### config.mk
export PLATFORM = sky130hd
export DESIGN_NAME = window_coverage_run_assembler_unit
export DESIGN_NICKNAME = d
export VERILOG_FILES = /design/src/hw/rtl/wcra_pkg.sv /design/src/hw/rtl/window_coverage_run_assembler_unit.sv /design/src/hw/rtl/wcra_hist.sv
export SDC_FILE = /design/constraint.sdc
export NUM_CORES = 2
export LEC_CHECK = 0
export BUFFER_PORTS_ARGS = -buffer_cell sky130_fd_sc_hd__buf_2
export CORE_ASPECT_RATIO = 1.25
export CORE_MARGIN = 5
export CORE_UTILIZATION = 45
export CTS_CLUSTER_SIZE = 24
export DETAILED_ROUTE_END_ITERATION = 10
export SYNTH_ARGS = -nofsm -noshare
export SYNTH_HDL_FRONTEND = slang
export SYNTH_SLANG_ARGS = --single-unit
### constraint.sdc
create_clock -name aclk -period 59 [get_ports aclk]
set_clock_uncertainty 0.1 [all_clocks]
set_input_delay 8.85 -clock aclk [delete_from_list [all_inputs] [get_ports aclk]]
set_output_delay 8.85 -clock aclk [all_outputs]
set_load 0.01 [all_outputs]
### src/hw/rtl/wcra_pkg.sv
package wcra_pkg;

    // Default depth of the pass history
    localparam int WINDOW_MAX_DEF = 512;

    // Field widths fixed by the stream format
    localparam int POS_W   = 32;
    localparam int SCORE_W = 32;
    localparam int WS_W    = 10;
    localparam int THR_W   = 10;
    localparam int CFG_IDX_W  = 3;
    localparam int CFG_DATA_W = 32;

    // Configuration register indexes
    localparam logic [CFG_IDX_W-1:0] REG_LOD_CUTOFF         = 3'd0;
    localparam logic [CFG_IDX_W-1:0] REG_WINDOW_SIZE        = 3'd1;
    localparam logic [CFG_IDX_W-1:0] REG_COVERAGE_THRESHOLD = 3'd2;
    localparam logic [CFG_IDX_W-1:0] REG_MAX_GAP            = 3'd3;
    localparam logic [CFG_IDX_W-1:0] REG_GAP_START          = 3'd4;
    localparam logic [CFG_IDX_W-1:0] REG_GAP_END            = 3'd5;
    localparam logic [CFG_IDX_W-1:0] REG_GENETIC_MODE       = 3'd6;

    // Status of the history recount engine
    typedef struct packed {
        logic busy;
        logic load;
    } rc_stat_t;

endpackage

### src/hw/rtl/window_coverage_run_assembler_unit.sv
// Window coverage run assembler.
// Input stream s_*: one locus per request, in order. s_tdata carries the
// physical position, genetic position and window score; s_tuser carries the
// sequence-start flag and the window-present flag; s_tlast marks the final
// locus. Result stream m_*: one request per reported run, carrying its start,
// stop and size. The user must see that configuration is written over cfg_*
// only while the block is idle; the block does not enforce this. A locus goes
// from the input register through the update step into the result register.
// One locus per cycle is taken while no recount runs and the receiver does
// not stall, set by the single update step between the two registers; the
// pass history lives in a ring memory with one write and one read port per
// cycle. A stalled receiver holds the result register; the input register
// still takes one more locus, then s_tready drops until the result is taken.
// Writing window_size starts a recount of n history entries with s_tready and
// cfg_ready low, n = min(clamped window size, loci seen in the sequence).
// Reset (aresetn low, synchronous) returns registers to their defaults and
// clears all run state; the history needs no clearing pass.
module window_coverage_run_assembler_unit #(
    parameter int WINDOW_MAX = wcra_pkg::WINDOW_MAX_DEF
) (
    input  logic                                aclk,
    input  logic                                aresetn,
    // Input stream
    input  logic                                s_tvalid,
    output logic                                s_tready,
    input  logic [95:0]                         s_tdata,  // phys_pos, gen_pos, window_score
    input  logic [1:0]                          s_tuser,  // first_locus, window_present
    input  logic                                s_tlast,  // last_locus
    // Result stream
    output logic                                m_tvalid,
    input  logic                                m_tready,
    output logic [95:0]                         m_tdata,  // seg_start, seg_stop, seg_size
    // Configuration writes
    input  logic                                cfg_valid,
    output logic                                cfg_ready,
    input  logic [wcra_pkg::CFG_IDX_W-1:0]      cfg_index,
    input  logic [wcra_pkg::CFG_DATA_W-1:0]     cfg_data
);

    localparam int CW    = $clog2(WINDOW_MAX + 1);
    localparam int POS_W = wcra_pkg::POS_W;

    // Configuration registers
    logic signed [wcra_pkg::SCORE_W-1:0] cutoff_reg;
    logic [wcra_pkg::WS_W-1:0]           ws_reg;
    logic [wcra_pkg::THR_W-1:0]          thr_reg;
    logic [POS_W-1:0]                    max_gap_reg;
    logic [POS_W-1:0]                    gap_start_reg;
    logic [POS_W-1:0]                    gap_end_reg;
    logic                                genetic_reg;

    // Input register
    logic             in_vld_reg;
    logic             in_first_reg;
    logic             in_last_reg;
    logic [POS_W-1:0] in_phys_reg;
    logic [POS_W-1:0] in_gen_reg;
    logic             in_pass_reg;

    // Sequence state
    logic [CW-1:0]    count_reg;
    logic             run_active_reg;
    logic [POS_W-1:0] run_start_pos_reg;
    logic [31:0]      run_start_idx_reg;
    logic [31:0]      locus_idx_reg;
    logic [POS_W-1:0] prev_phys_reg;
    logic [POS_W-1:0] prev_rep_reg;

    // Result register
    logic             out_vld_reg;
    logic [POS_W-1:0] seg_start_reg;
    logic [POS_W-1:0] seg_stop_reg;
    logic [POS_W-1:0] seg_size_reg;

    logic                  in_accept;
    logic                  cfg_accept;
    logic                  proc_fire;
    logic                  s_pass;
    logic [CW-1:0]         ws_eff;
    logic [wcra_pkg::THR_W-1:0] thr_eff;
    logic                  old_bit;
    logic [CW-1:0]         rc_sum;
    wcra_pkg::rc_stat_t    rc_stat;

    // Update step signals
    logic             run_base;
    logic [POS_W-1:0] start_pos_base;
    logic [31:0]      start_idx_base;
    logic [31:0]      locus_base;
    logic [POS_W-1:0] prev_phys_base;
    logic [POS_W-1:0] prev_rep_base;
    logic [CW-1:0]    count_base;
    logic [CW-1:0]    count_next;
    logic [POS_W-1:0] rep;
    logic             covered;
    logic [POS_W-1:0] phys_step;
    logic             gap;
    logic             run_next;
    logic [POS_W-1:0] start_pos_next;
    logic [31:0]      start_idx_next;
    logic [31:0]      locus_next;
    logic             emit_req;
    logic [POS_W-1:0] emit_stop;
    logic [31:0]      emit_len;
    logic             do_emit;
    logic [POS_W+1:0] size_raw;
    logic [POS_W-1:0] size_sat;

    // Handshakes
    assign proc_fire  = in_vld_reg && (!out_vld_reg || m_tready);
    assign s_tready   = !rc_stat.busy && (!in_vld_reg || proc_fire);
    assign in_accept  = s_tvalid && s_tready;
    assign cfg_ready  = !rc_stat.busy;
    assign cfg_accept = cfg_valid && cfg_ready;

    // Clamp window size and threshold into their working ranges
    always_comb begin
        if (ws_reg == '0) begin
            ws_eff = CW'(1);
        end else if (32'(ws_reg) > WINDOW_MAX) begin
            ws_eff = CW'(WINDOW_MAX);
        end else begin
            ws_eff = CW'(ws_reg);
        end
        thr_eff = (thr_reg == '0) ? wcra_pkg::THR_W'(1) : thr_reg;
    end

    // Window pass decision at the input
    assign s_pass = s_tuser[1] && ($signed(s_tdata[95:64]) >= cutoff_reg);

    // Configuration writes
    always_ff @(posedge aclk) begin
        if (!aresetn) begin
            cutoff_reg    <= '0;
            ws_reg        <= wcra_pkg::WS_W'(1);
            thr_reg       <= wcra_pkg::THR_W'(1);
            max_gap_reg   <= '0;
            gap_start_reg <= '0;
            gap_end_reg   <= '0;
            genetic_reg   <= 1'b0;
        end else if (cfg_accept) begin
            unique case (cfg_index)
                wcra_pkg::REG_LOD_CUTOFF:         cutoff_reg    <= $signed(cfg_data);
                wcra_pkg::REG_WINDOW_SIZE:        ws_reg        <= cfg_data[wcra_pkg::WS_W-1:0];
                wcra_pkg::REG_COVERAGE_THRESHOLD: thr_reg       <= cfg_data[wcra_pkg::THR_W-1:0];
                wcra_pkg::REG_MAX_GAP:            max_gap_reg   <= cfg_data;
                wcra_pkg::REG_GAP_START:          gap_start_reg <= cfg_data;
                wcra_pkg::REG_GAP_END:            gap_end_reg   <= cfg_data;
                wcra_pkg::REG_GENETIC_MODE:       genetic_reg   <= cfg_data[0];
                default: ;
            endcase
        end
    end

    // Pass history ring and sliding-window bookkeeping
    wcra_hist #(
        .WINDOW_MAX (WINDOW_MAX),
        .CW         (CW)
    ) u_hist (
        .aclk     (aclk),
        .aresetn  (aresetn),
        .wr_en    (in_accept),
        .wr_bit   (s_pass),
        .wr_first (s_tuser[0]),
        .ws_eff   (ws_eff),
        .rc_start (cfg_accept && (cfg_index == wcra_pkg::REG_WINDOW_SIZE)),
        .old_bit  (old_bit),
        .rc_sum   (rc_sum),
        .rc_stat  (rc_stat)
    );

    // Input register
    always_ff @(posedge aclk) begin
        if (!aresetn) begin
            in_vld_reg <= 1'b0;
        end else if (in_accept) begin
            in_vld_reg <= 1'b1;
        end else if (proc_fire) begin
            in_vld_reg <= 1'b0;
        end
    end

    always_ff @(posedge aclk) begin
        if (in_accept) begin
            in_first_reg <= s_tuser[0];
            in_last_reg  <= s_tlast;
            in_phys_reg  <= s_tdata[31:0];
            in_gen_reg   <= s_tdata[63:32];
            in_pass_reg  <= s_pass;
        end
    end

    // Per-locus update: coverage, gap test, run open/close
    always_comb begin
        run_base       = in_first_reg ? 1'b0 : run_active_reg;
        start_pos_base = in_first_reg ? '0 : run_start_pos_reg;
        start_idx_base = in_first_reg ? '0 : run_start_idx_reg;
        locus_base     = in_first_reg ? '0 : locus_idx_reg;
        prev_phys_base = in_first_reg ? '0 : prev_phys_reg;
        prev_rep_base  = in_first_reg ? '0 : prev_rep_reg;
        count_base     = in_first_reg ? '0 : count_reg;

        rep        = genetic_reg ? in_gen_reg : in_phys_reg;
        count_next = CW'(count_base + CW'(in_pass_reg) - CW'(old_bit));
        covered    = 32'(count_next) >= 32'(thr_eff);

        // A backward step never counts as a gap by distance
        phys_step = in_phys_reg - prev_phys_base;
        gap = ((in_phys_reg > prev_phys_base) && (phys_step > max_gap_reg)) ||
              ((gap_start_reg <= prev_phys_base) && (gap_end_reg >= prev_phys_base)) ||
              ((gap_start_reg <= in_phys_reg) && (gap_end_reg >= in_phys_reg)) ||
              ((gap_start_reg >= prev_phys_base) && (gap_end_reg <= in_phys_reg));

        run_next       = run_base;
        start_pos_next = start_pos_base;
        start_idx_next = start_idx_base;
        emit_req       = 1'b0;
        emit_stop      = prev_rep_base;
        emit_len       = locus_base - start_idx_base;

        if (!run_base && covered) begin
            run_next       = 1'b1;
            start_pos_next = rep;
            start_idx_next = locus_base;
        end else if (covered && gap) begin
            // Close at the previous locus, restart here
            emit_req       = 1'b1;
            start_pos_next = rep;
            start_idx_next = locus_base;
        end else if (run_base && !covered) begin
            emit_req = 1'b1;
            run_next = 1'b0;
        end else if (run_base && in_last_reg) begin
            emit_req  = 1'b1;
            emit_stop = rep;
            emit_len  = locus_base - start_idx_base + 32'd1;
            run_next  = 1'b0;
        end

        do_emit = emit_req && (emit_len >= 32'(thr_eff));

        // Size with +1 in physical mode, clamped to the unsigned range
        size_raw = {2'b00, emit_stop} - {2'b00, start_pos_base} +
                   (POS_W+2)'(!genetic_reg);
        if (size_raw[POS_W+1]) begin
            size_sat = '0;
        end else if (size_raw[POS_W]) begin
            size_sat = '1;
        end else begin
            size_sat = size_raw[POS_W-1:0];
        end

        locus_next = locus_base + 32'd1;
    end

    // Sequence state
    always_ff @(posedge aclk) begin
        if (!aresetn) begin
            count_reg         <= '0;
            run_active_reg    <= 1'b0;
            run_start_pos_reg <= '0;
            run_start_idx_reg <= '0;
            locus_idx_reg     <= '0;
            prev_phys_reg     <= '0;
            prev_rep_reg      <= '0;
        end else if (proc_fire) begin
            count_reg         <= count_next;
            run_active_reg    <= run_next;
            run_start_pos_reg <= start_pos_next;
            run_start_idx_reg <= start_idx_next;
            locus_idx_reg     <= locus_next;
            prev_phys_reg     <= in_phys_reg;
            prev_rep_reg      <= rep;
        end else if (rc_stat.load) begin
            count_reg <= rc_sum;
        end
    end

    // Result register
    always_ff @(posedge aclk) begin
        if (!aresetn) begin
            out_vld_reg <= 1'b0;
        end else if (proc_fire) begin
            out_vld_reg <= do_emit;
        end else if (m_tready) begin
            out_vld_reg <= 1'b0;
        end
    end

    always_ff @(posedge aclk) begin
        if (proc_fire && do_emit) begin
            seg_start_reg <= start_pos_base;
            seg_stop_reg  <= emit_stop;
            seg_size_reg  <= size_sat;
        end
    end

    assign m_tvalid = out_vld_reg;
    assign m_tdata  = {seg_size_reg, seg_stop_reg, seg_start_reg};

`ifndef NO_ASSERTIONS
    // No locus may enter while the history is being recounted
    a_no_accept_in_recount: assert property (@(posedge aclk) disable iff (!aresetn)
        rc_stat.busy |-> !s_tready)
        else $error("locus accepted during history recount");

    // Both registers full and receiver stalled: input must be held off
    a_backpressure: assert property (@(posedge aclk) disable iff (!aresetn)
        (in_vld_reg && out_vld_reg && !m_tready) |-> !s_tready)
        else $error("input accepted with both stages full");

    // A result only comes from an open run that was not dropped by a new sequence
    a_emit_from_run: assert property (@(posedge aclk) disable iff (!aresetn)
        (proc_fire && do_emit) |-> (run_active_reg && !in_first_reg))
        else $error("result emitted without an open run");

    // Locus index advances once per processed locus
    a_locus_advance: assert property (@(posedge aclk) disable iff (!aresetn)
        proc_fire |=> (locus_idx_reg == $past(locus_next)))
        else $error("locus index did not advance");
`endif

endmodule

### src/hw/rtl/wcra_hist.sv
module wcra_hist #(
    parameter int WINDOW_MAX = wcra_pkg::WINDOW_MAX_DEF,
    parameter int CW         = $clog2(WINDOW_MAX + 1)
) (
    input  logic              aclk,
    input  logic              aresetn,
    input  logic              wr_en,
    input  logic              wr_bit,
    input  logic              wr_first,
    input  logic [CW-1:0]     ws_eff,
    input  logic              rc_start,
    output logic              old_bit,
    output logic [CW-1:0]     rc_sum,
    output wcra_pkg::rc_stat_t rc_stat
);

    localparam int AW  = (WINDOW_MAX > 1) ? $clog2(WINDOW_MAX) : 1;
    localparam int CW1 = CW + 1;

    logic              hist_mem [0:WINDOW_MAX-1];
    logic [AW-1:0]     ptr_reg;
    logic [CW-1:0]     seq_len_reg;
    logic              rd_reg;
    logic              old_vld_reg;
    logic              rc_busy_reg;
    logic              rc_pend_reg;
    logic [CW-1:0]     rc_k_reg;
    logic [CW-1:0]     rc_sum_reg;
    logic [CW-1:0]     rc_n;
    logic              rc_issue;
    logic [CW-1:0]     rd_off;
    logic [AW-1:0]     raddr;

    // Step a slot pointer back by off (1..WINDOW_MAX), wrapping around the ring
    function automatic logic [AW-1:0] ptr_back(input logic [AW-1:0] p,
                                               input logic [CW-1:0] off);
        logic [CW1-1:0] pe;
        logic [CW1-1:0] oe;
        pe = CW1'(p);
        oe = CW1'(off);
        if (pe >= oe) begin
            return AW'(pe - oe);
        end else begin
            return AW'(pe + CW1'(WINDOW_MAX) - oe);
        end
    endfunction

    // Recount covers the entries of the current sequence inside the window
    assign rc_n     = (ws_eff < seq_len_reg) ? ws_eff : seq_len_reg;
    assign rc_issue = rc_busy_reg && (rc_k_reg < rc_n);
    assign rd_off   = rc_busy_reg ? CW'(rc_k_reg + CW'(1)) : ws_eff;
    assign raddr    = ptr_back(ptr_reg, rd_off);

    // Write the new pass bit, read the one leaving the window
    always_ff @(posedge aclk) begin
        if (wr_en) begin
            hist_mem[ptr_reg] <= wr_bit;
        end
        if (wr_en || rc_issue) begin
            rd_reg <= hist_mem[raddr];
        end
    end

    // Ring pointer, sequence fill and recount control
    always_ff @(posedge aclk) begin
        if (!aresetn) begin
            ptr_reg     <= '0;
            seq_len_reg <= '0;
            old_vld_reg <= 1'b0;
            rc_busy_reg <= 1'b0;
            rc_pend_reg <= 1'b0;
            rc_k_reg    <= '0;
            rc_sum_reg  <= '0;
        end else begin
            if (wr_en) begin
                old_vld_reg <= !wr_first && (seq_len_reg >= ws_eff);
                if (32'(ptr_reg) == WINDOW_MAX - 1) begin
                    ptr_reg <= '0;
                end else begin
                    ptr_reg <= AW'(ptr_reg + AW'(1));
                end
                if (wr_first) begin
                    seq_len_reg <= CW'(1);
                end else if (32'(seq_len_reg) < WINDOW_MAX) begin
                    seq_len_reg <= CW'(seq_len_reg + CW'(1));
                end
            end
            if (rc_start) begin
                rc_busy_reg <= 1'b1;
                rc_pend_reg <= 1'b0;
                rc_k_reg    <= '0;
                rc_sum_reg  <= '0;
            end else if (rc_busy_reg) begin
                rc_pend_reg <= rc_issue;
                if (rc_issue) begin
                    rc_k_reg <= CW'(rc_k_reg + CW'(1));
                end
                if (rc_pend_reg) begin
                    rc_sum_reg <= CW'(rc_sum_reg + CW'(rd_reg));
                end
                if (!rc_issue && !rc_pend_reg) begin
                    rc_busy_reg <= 1'b0;
                end
            end
        end
    end

    assign old_bit      = rd_reg & old_vld_reg;
    assign rc_sum       = rc_sum_reg;
    assign rc_stat.busy = rc_busy_reg;
    assign rc_stat.load = rc_busy_reg && !rc_issue && !rc_pend_reg;

endmodule
### After elaboration in Yosys (flattened, before gate mapping)

Memories as Yosys holds them, arrays and structs flattened. A register that Yosys moved wholly into a read port is not among the register bits.
Index checks and enable logic that the tools add are counted.

* bits in read-only memories: 0
* bits in writable memories: 512
* latch bits: 0
* register bits: 527
* memories: 1
* input port bits: 139
* word-level logic and storage cells: 176
* output and inout port bits: 99

* eq/ne operators: 7
* shifts and indexed selects: 0
* add/subtract/negate cells: 15
* $mul: 0
* order comparisons: 17
* mux-type cells: 49
* reduce and logical (&&, ||, !) cells: 54
* bitwise operators: 2
* divide/modulo/power cells: 0

Memories
* u_hist.hist_mem: words 512, bits a word 1, rd ports 1, clocked after memory_dff 1, write ports 1, RTL line wcra_hist.sv:20 `logic hist_mem [0:WINDOW_MAX-1];`

Operator list (count)
* 2-to-1 mux 32 bit: 19
* greater-or-equal comparator 32 bit: 4
* 2-to-1 mux 10 bit: 10
* less-or-equal comparator 32 bit: 3
* adder 32 x 1 -> 32 bit (second input constant): 2
* greater-than comparator 32 bit: 2
* subtractor 32 bit: 2
* adder 33 x 2 -> 34 bit: 1
* subtractor 32 x 32 -> 33 bit: 1
* greater-or-equal comparator 32 x 10 -> 1 bit: 1
* logical AND 1 bit: 21
* adder 10 x 1 -> 10 bit: 2
* adder 10 x 1 -> 10 bit (second input constant): 2
* greater-or-equal comparator 10 bit: 2
* logical NOT 10 bit: 2
* < comparator 10 bit: 2
* AND reduction 2 bit: 10
* adder 9 x 1 -> 9 bit (second input constant): 2
* 2-to-1 mux 1 bit: 18
* 2-to-1 mux 9 bit: 2
* subtractor 9 bit: 2
* greater-or-equal comparator 9 x 10 -> 1 bit: 1
* greater-than comparator 10 bit (second input constant): 1
* < comparator 10 bit (second input constant): 1
* 12 further kinds: 31

### Logic depth before layout (Yosys ltp)

* word-level depth: 13
* depth in mapped cells: 49
* depth with buffers taken out: 41

### Cells and area by module

A second synthesis with hierarchy kept.

* cells, all modules: 5421
* area, all modules: 56232.7 um2

Modules (own cells, without submodules)
* window_coverage_run_assembler_unit: cells each 3617, sequential area each 11340.9 um2, area an instance 31087.3 um2, instances 1
* wcra_hist: cells each 1804, sequential area each 16245.6 um2, area an instance 25145.4 um2, instances 1

### Worst setup path after synthesis

Ideal clock, no wire load.

* kind: input to register
* from: in s_tdata[65]
* to: reg in_pass_reg (data pin)
* buffers on the path: 0
* cell stages on the path: 13
* path slack: 23.902 ns
* arrival time: 30.635 ns
* cells stage by stage: ha_1 nor2b_1 o21a_1 o21a_1 o21a_1 o21a_1 o21a_1 o21a_1 o21ai_0 a21oi_1 o21a_1 o31ai_1 a21boi_0

* word-level cells in the longest chain between the ends: 2

RTL lines
* start, declared: RTL line window_coverage_run_assembler_unit.sv:26 `input logic [95:0] s_tdata,`
* greater-or-equal comparator 32 bit: RTL line window_coverage_run_assembler_unit.sv:129 `assign s_pass = s_tuser[1] && ($signed(s_tdata[95:64]) >= cutoff_reg);`
* logical AND 1 bit: RTL line window_coverage_run_assembler_unit.sv:129
* via s_pass: RTL line window_coverage_run_assembler_unit.sv:78 `logic s_pass;`
* end signal, assigned: RTL line window_coverage_run_assembler_unit.sv:189 `in_pass_reg <= s_pass;`
* end, declared: RTL line window_coverage_run_assembler_unit.sv:58 `logic in_pass_reg;`

The timed path passes the listed nets, and every way through them passes these cells.
A chain may end at the register's enable or synchronous reset.

### Final worst setup path

* from: in m_tready
* to: out s_tready

* word-level cells in the longest chain between the ends: 4

RTL lines
* start, declared: RTL line window_coverage_run_assembler_unit.sv:31 `input logic m_tready,`
* logical OR 1 bit: RTL line window_coverage_run_assembler_unit.sv:110 `assign proc_fire = in_vld_reg && (!out_vld_reg || m_tready);`
* logical AND 1 bit: RTL line window_coverage_run_assembler_unit.sv:110
* logical OR 1 bit: RTL line window_coverage_run_assembler_unit.sv:111 `assign s_tready = !rc_stat.busy && (!in_vld_reg || proc_fire);`
* logical AND 1 bit: RTL line window_coverage_run_assembler_unit.sv:111
* end, declared: RTL line window_coverage_run_assembler_unit.sv:25 `output logic s_tready,`

No other way between the ends.

==> flow_metrics.env <==
export IMPL_status="finished, final reports clean"
export IMPL_cap_violations=0
export IMPL_core_area_um2=123000
export IMPL_grt_max_degree=298
export IMPL_power_frac_clock=0.375
export IMPL_synth_ff_type="edfxtp_1"
export IMPL_vias=40800
export IMPL_irDropWorstVdd_mv=0.0250
export IMPL_arrival_ns=9.57
export IMPL_rows=144
export IMPL_design_area_um2=61800
export IMPL_synth_top_cell_by_area="edfxtp_1"
export IMPL_cts_setup_buffers=0
export IMPL_portBuffers=237
export IMPL_end_kind="output pin"
export IMPL_fp_dieW_um=324
export IMPL_boundaryPins=238
export IMPL_cts_tree="yes"
export IMPL_seq_power_share=0.438
export IMPL_area_growth_pct=11.4
export IMPL_met1_usage=0.283
export IMPL_startpoint_type="input port"
export IMPL_hold_viol_final=0
export IMPL_place_hpwl_um=104000
export IMPL_rsz0062_at_grt="no"
export IMPL_track_usage=0.234
export IMPL_synth_top_area_share=0.366
export IMPL_grt_use_met3=0.0341
export IMPL_hp_start="prev_phys_reg[0]"
export IMPL_dieHeight_um=403
export IMPL_post_cts_resize_count=0
export IMPL_met2_usage=0.421
export IMPL_synthTopCellsByArea="edfxtp_1 37%, dfxtp_1 13%, ha_1 8.1%"
export IMPL_first_global_vias=40400
export IMPL_overflow=0
export IMPL_crit_top_cell="buf_2"
export IMPL_drc=0
export IMPL_wl_per_cell_um=21.7
export IMPL_syn_mean_instance_area_um2=10.3
export IMPL_fin_crit_sh=0.314
export IMPL_synthTopCellsByCount="830 x nor2_1, 676 x edfxtp_1, 645 x nand2_1"
export IMPL_netlist_instances=5376
export IMPL_crit_path_top_delay_cell="nor2b_1"
export IMPL_p_sw_uw=515
export IMPL_vias_per_cell=5.68
export IMPL_r2r_start="in_first_reg"
export IMPL_holdPathEnd="prev_phys_reg[0]"
export IMPL_root_buffer="clkbuf_16"
export IMPL_place_area_um2=58200
export IMPL_synthesis_nets=5879
export IMPL_async_flop_share=0
export IMPL_clock_latency_ns=0.76
export IMPL_p_leak_nw=22.3
export IMPL_clk_pin_slew_ns=0.06
export IMPL_max_stage_delay_ns=0.32
export IMPL_worstHoldPathCells=2
export IMPL_fin_setup_tns_ns=0
export IMPL_drv_slew=0
export IMPL_period_needed_ns=18.52
export IMPL_powerDensity_nw_per_um2=29.8
export IMPL_netlist_area_um2=55500
export IMPL_cts_sinks=1040
export IMPL_largest_reg_flops=512
export IMPL_antenna_found_initial=10
export IMPL_regMostFlops="u_hist.hist_mem"
export IMPL_busiest_layer="met2"
export IMPL_pwr_share_comb=0.187
export IMPL_worstMarginPinSlew_ns=1.23
export IMPL_grt_pass1_wl_um=237000
export IMPL_p_int_mw=1.32
export IMPL_ys_warn_count=0
export IMPL_reg2reg_to="seg_size_reg[30]"
export IMPL_yosys_cell_count_top_type="nor2_1"
export IMPL_ys_ff_latch=1040
export IMPL_reg2reg_slack_ns=45.92
export IMPL_finalSetupViolations=0
export IMPL_first_pass_iters=5
export IMPL_synth_edf_count=676
export IMPL_critPathMaxFanout=5
export IMPL_start_util=0.451
export IMPL_place_congestion=0.888
export IMPL_ant_nets=0
export IMPL_cts_max_path_buffers=3
export IMPL_drive_gt1_frac=0.126
export IMPL_drt_iter0_drc=2820
export IMPL_htree_levels=3
export IMPL_cp_required_ns=50.05
export IMPL_worstSetupPathType="input port to output pin"
export IMPL_timing_fmax_mhz=54.0
export IMPL_ctsHoldBuffers=0
export IMPL_nets=5985
export IMPL_max_slew_margin=0.178
export IMPL_numCtsBuffers=108
export IMPL_seq_area_frac_synth=0.497
export IMPL_wirelength_um=156000
export IMPL_ys_types=92
export IMPL_ff2ff_path_depth=40
export IMPL_dieArea_um2=130000
export IMPL_hp_class="register to register"
export IMPL_path_cells="buf_2 > nor2b_1 > a21oi_1 > buf_2"
export IMPL_swShare=0.280
-- per-stage QoR --
stage	utilization	total power [mW]	setup WS, ns	instances	hold WS (ns)
final	0.503	1.84	40.48	7186	0.349
after global routing	0.503	1.92	40.41	7180	0.372
after detailed placement	0.474	1.16	40.48	6978	0.343
after floorplan	-	1.07	23.90	5376	0.332
after global placement	0.474	1.16	40.46	6978	0.341
after CTS	0.503	1.86	40.47	7180	0.352
-- worst max path at each step --
| stage | start | to | cells after the start |
|---|---|---|---|
| floorplan | s_tdata[65] | in_pass_reg | 13 |
| global placement | m_tready | s_tready | 4 |
| detailed placement | m_tready | s_tready | 4 |
| CTS | m_tready | s_tready | 4 |
| global route | m_tready | s_tready | 4 |
| finish | m_tready | s_tready | 4 |
-- power groups by stage --
stage	Clock (mW)	Combinational, mW	Sequential (mW)
after floorplan	0	0.244	0.831
after CTS	0.708	0.346	0.805
after global routing	0.735	0.376	0.807
after global placement	0	0.340	0.821
after detailed placement	0	0.344	0.821
final	0.690	0.343	0.806
-- worst max-delay path: cells and delay by family --
kind                   cells  cell delay, ns
AND/OR/NAND/NOR            1            0.32
buffers and inverters      2            0.25
AO/OA/AOI/OAI              1            0.15
-- per-layer routing --
layer / up-vias / routed length, um
met5: - / 53
met4: 8 / 6400
met3: 301 / 8400
met2: 1032 / 79000
met1: 20000 / 62200
li1: 19500 / -
-- logic make-up (layout without fill, tap and decap cells) --
group                      after synthesis  count (layout)  share of synthesized area
adders and majority gates              364             364                     0.0828
and+or+nand+nor                       2071            2071                      0.167
buffers and inverters                  512             710                     0.0352
xor gates and xnor gates               183             183                     0.0289
AOI/OAI and AO/OA                      960             960                      0.107
DFF                                   1040            1040                      0.497
other                                    0               6                          0
muxes                                  246             246                     0.0824
-- cells in the final DEF (no fill, tap or decap), types with 17 or more instances in the layout --
master / Yosys / routed
o21bai_1: 20 / 20
nand3_1: 139 / 123
a21o_1: 84 / 84
inv_1: 213 / 211
edfxtp_1: 676 / 676
xor2_1: 85 / 83
o21a_1: 31 / 31
mux2i_1: 74 / 74
nor3b_1: 23 / 22
o21ai_0: 140 / 140
xnor2_1: 98 / 95
nor3_1: 57 / 56
and2_1: 26 / 26
a22oi_1: 35 / 35
nor2b_1: 110 / 109
nand4_1: 67 / 67
a21oi_1: 416 / 416
nor2_1: 830 / 829
and4_1: 17 / 17
buf_4: 0 / 55
nand2_1: 645 / 644
nand2b_1: 23 / 22
mux4_2: 168 / 168
clkbuf_1: 265 / 26
ha_1: 359 / 358
or3_1: 20 / 20
nor4_1: 20 / 20
clkbuf_16: 0 / 108
a31oi_1: 19 / 18
buf_2: 11 / 237
a211oi_1: 72 / 71
and3_1: 35 / 35
dfxtp_1: 364 / 363
-- cell type report --
cell class                      count  area, um2
Timing Repair Buffer              294       1640
Clock inverter                     61        698
Multi-Input combinational cell   3824      26200
Clock buffer                      141       2880
Tap cell                         1606       2010
Antenna cell                        6       15.0
Inverter                          214        816
Sequential cell                  1040      27600
Fill cell                       11200      61100
(Power assumes the default switching activity.)
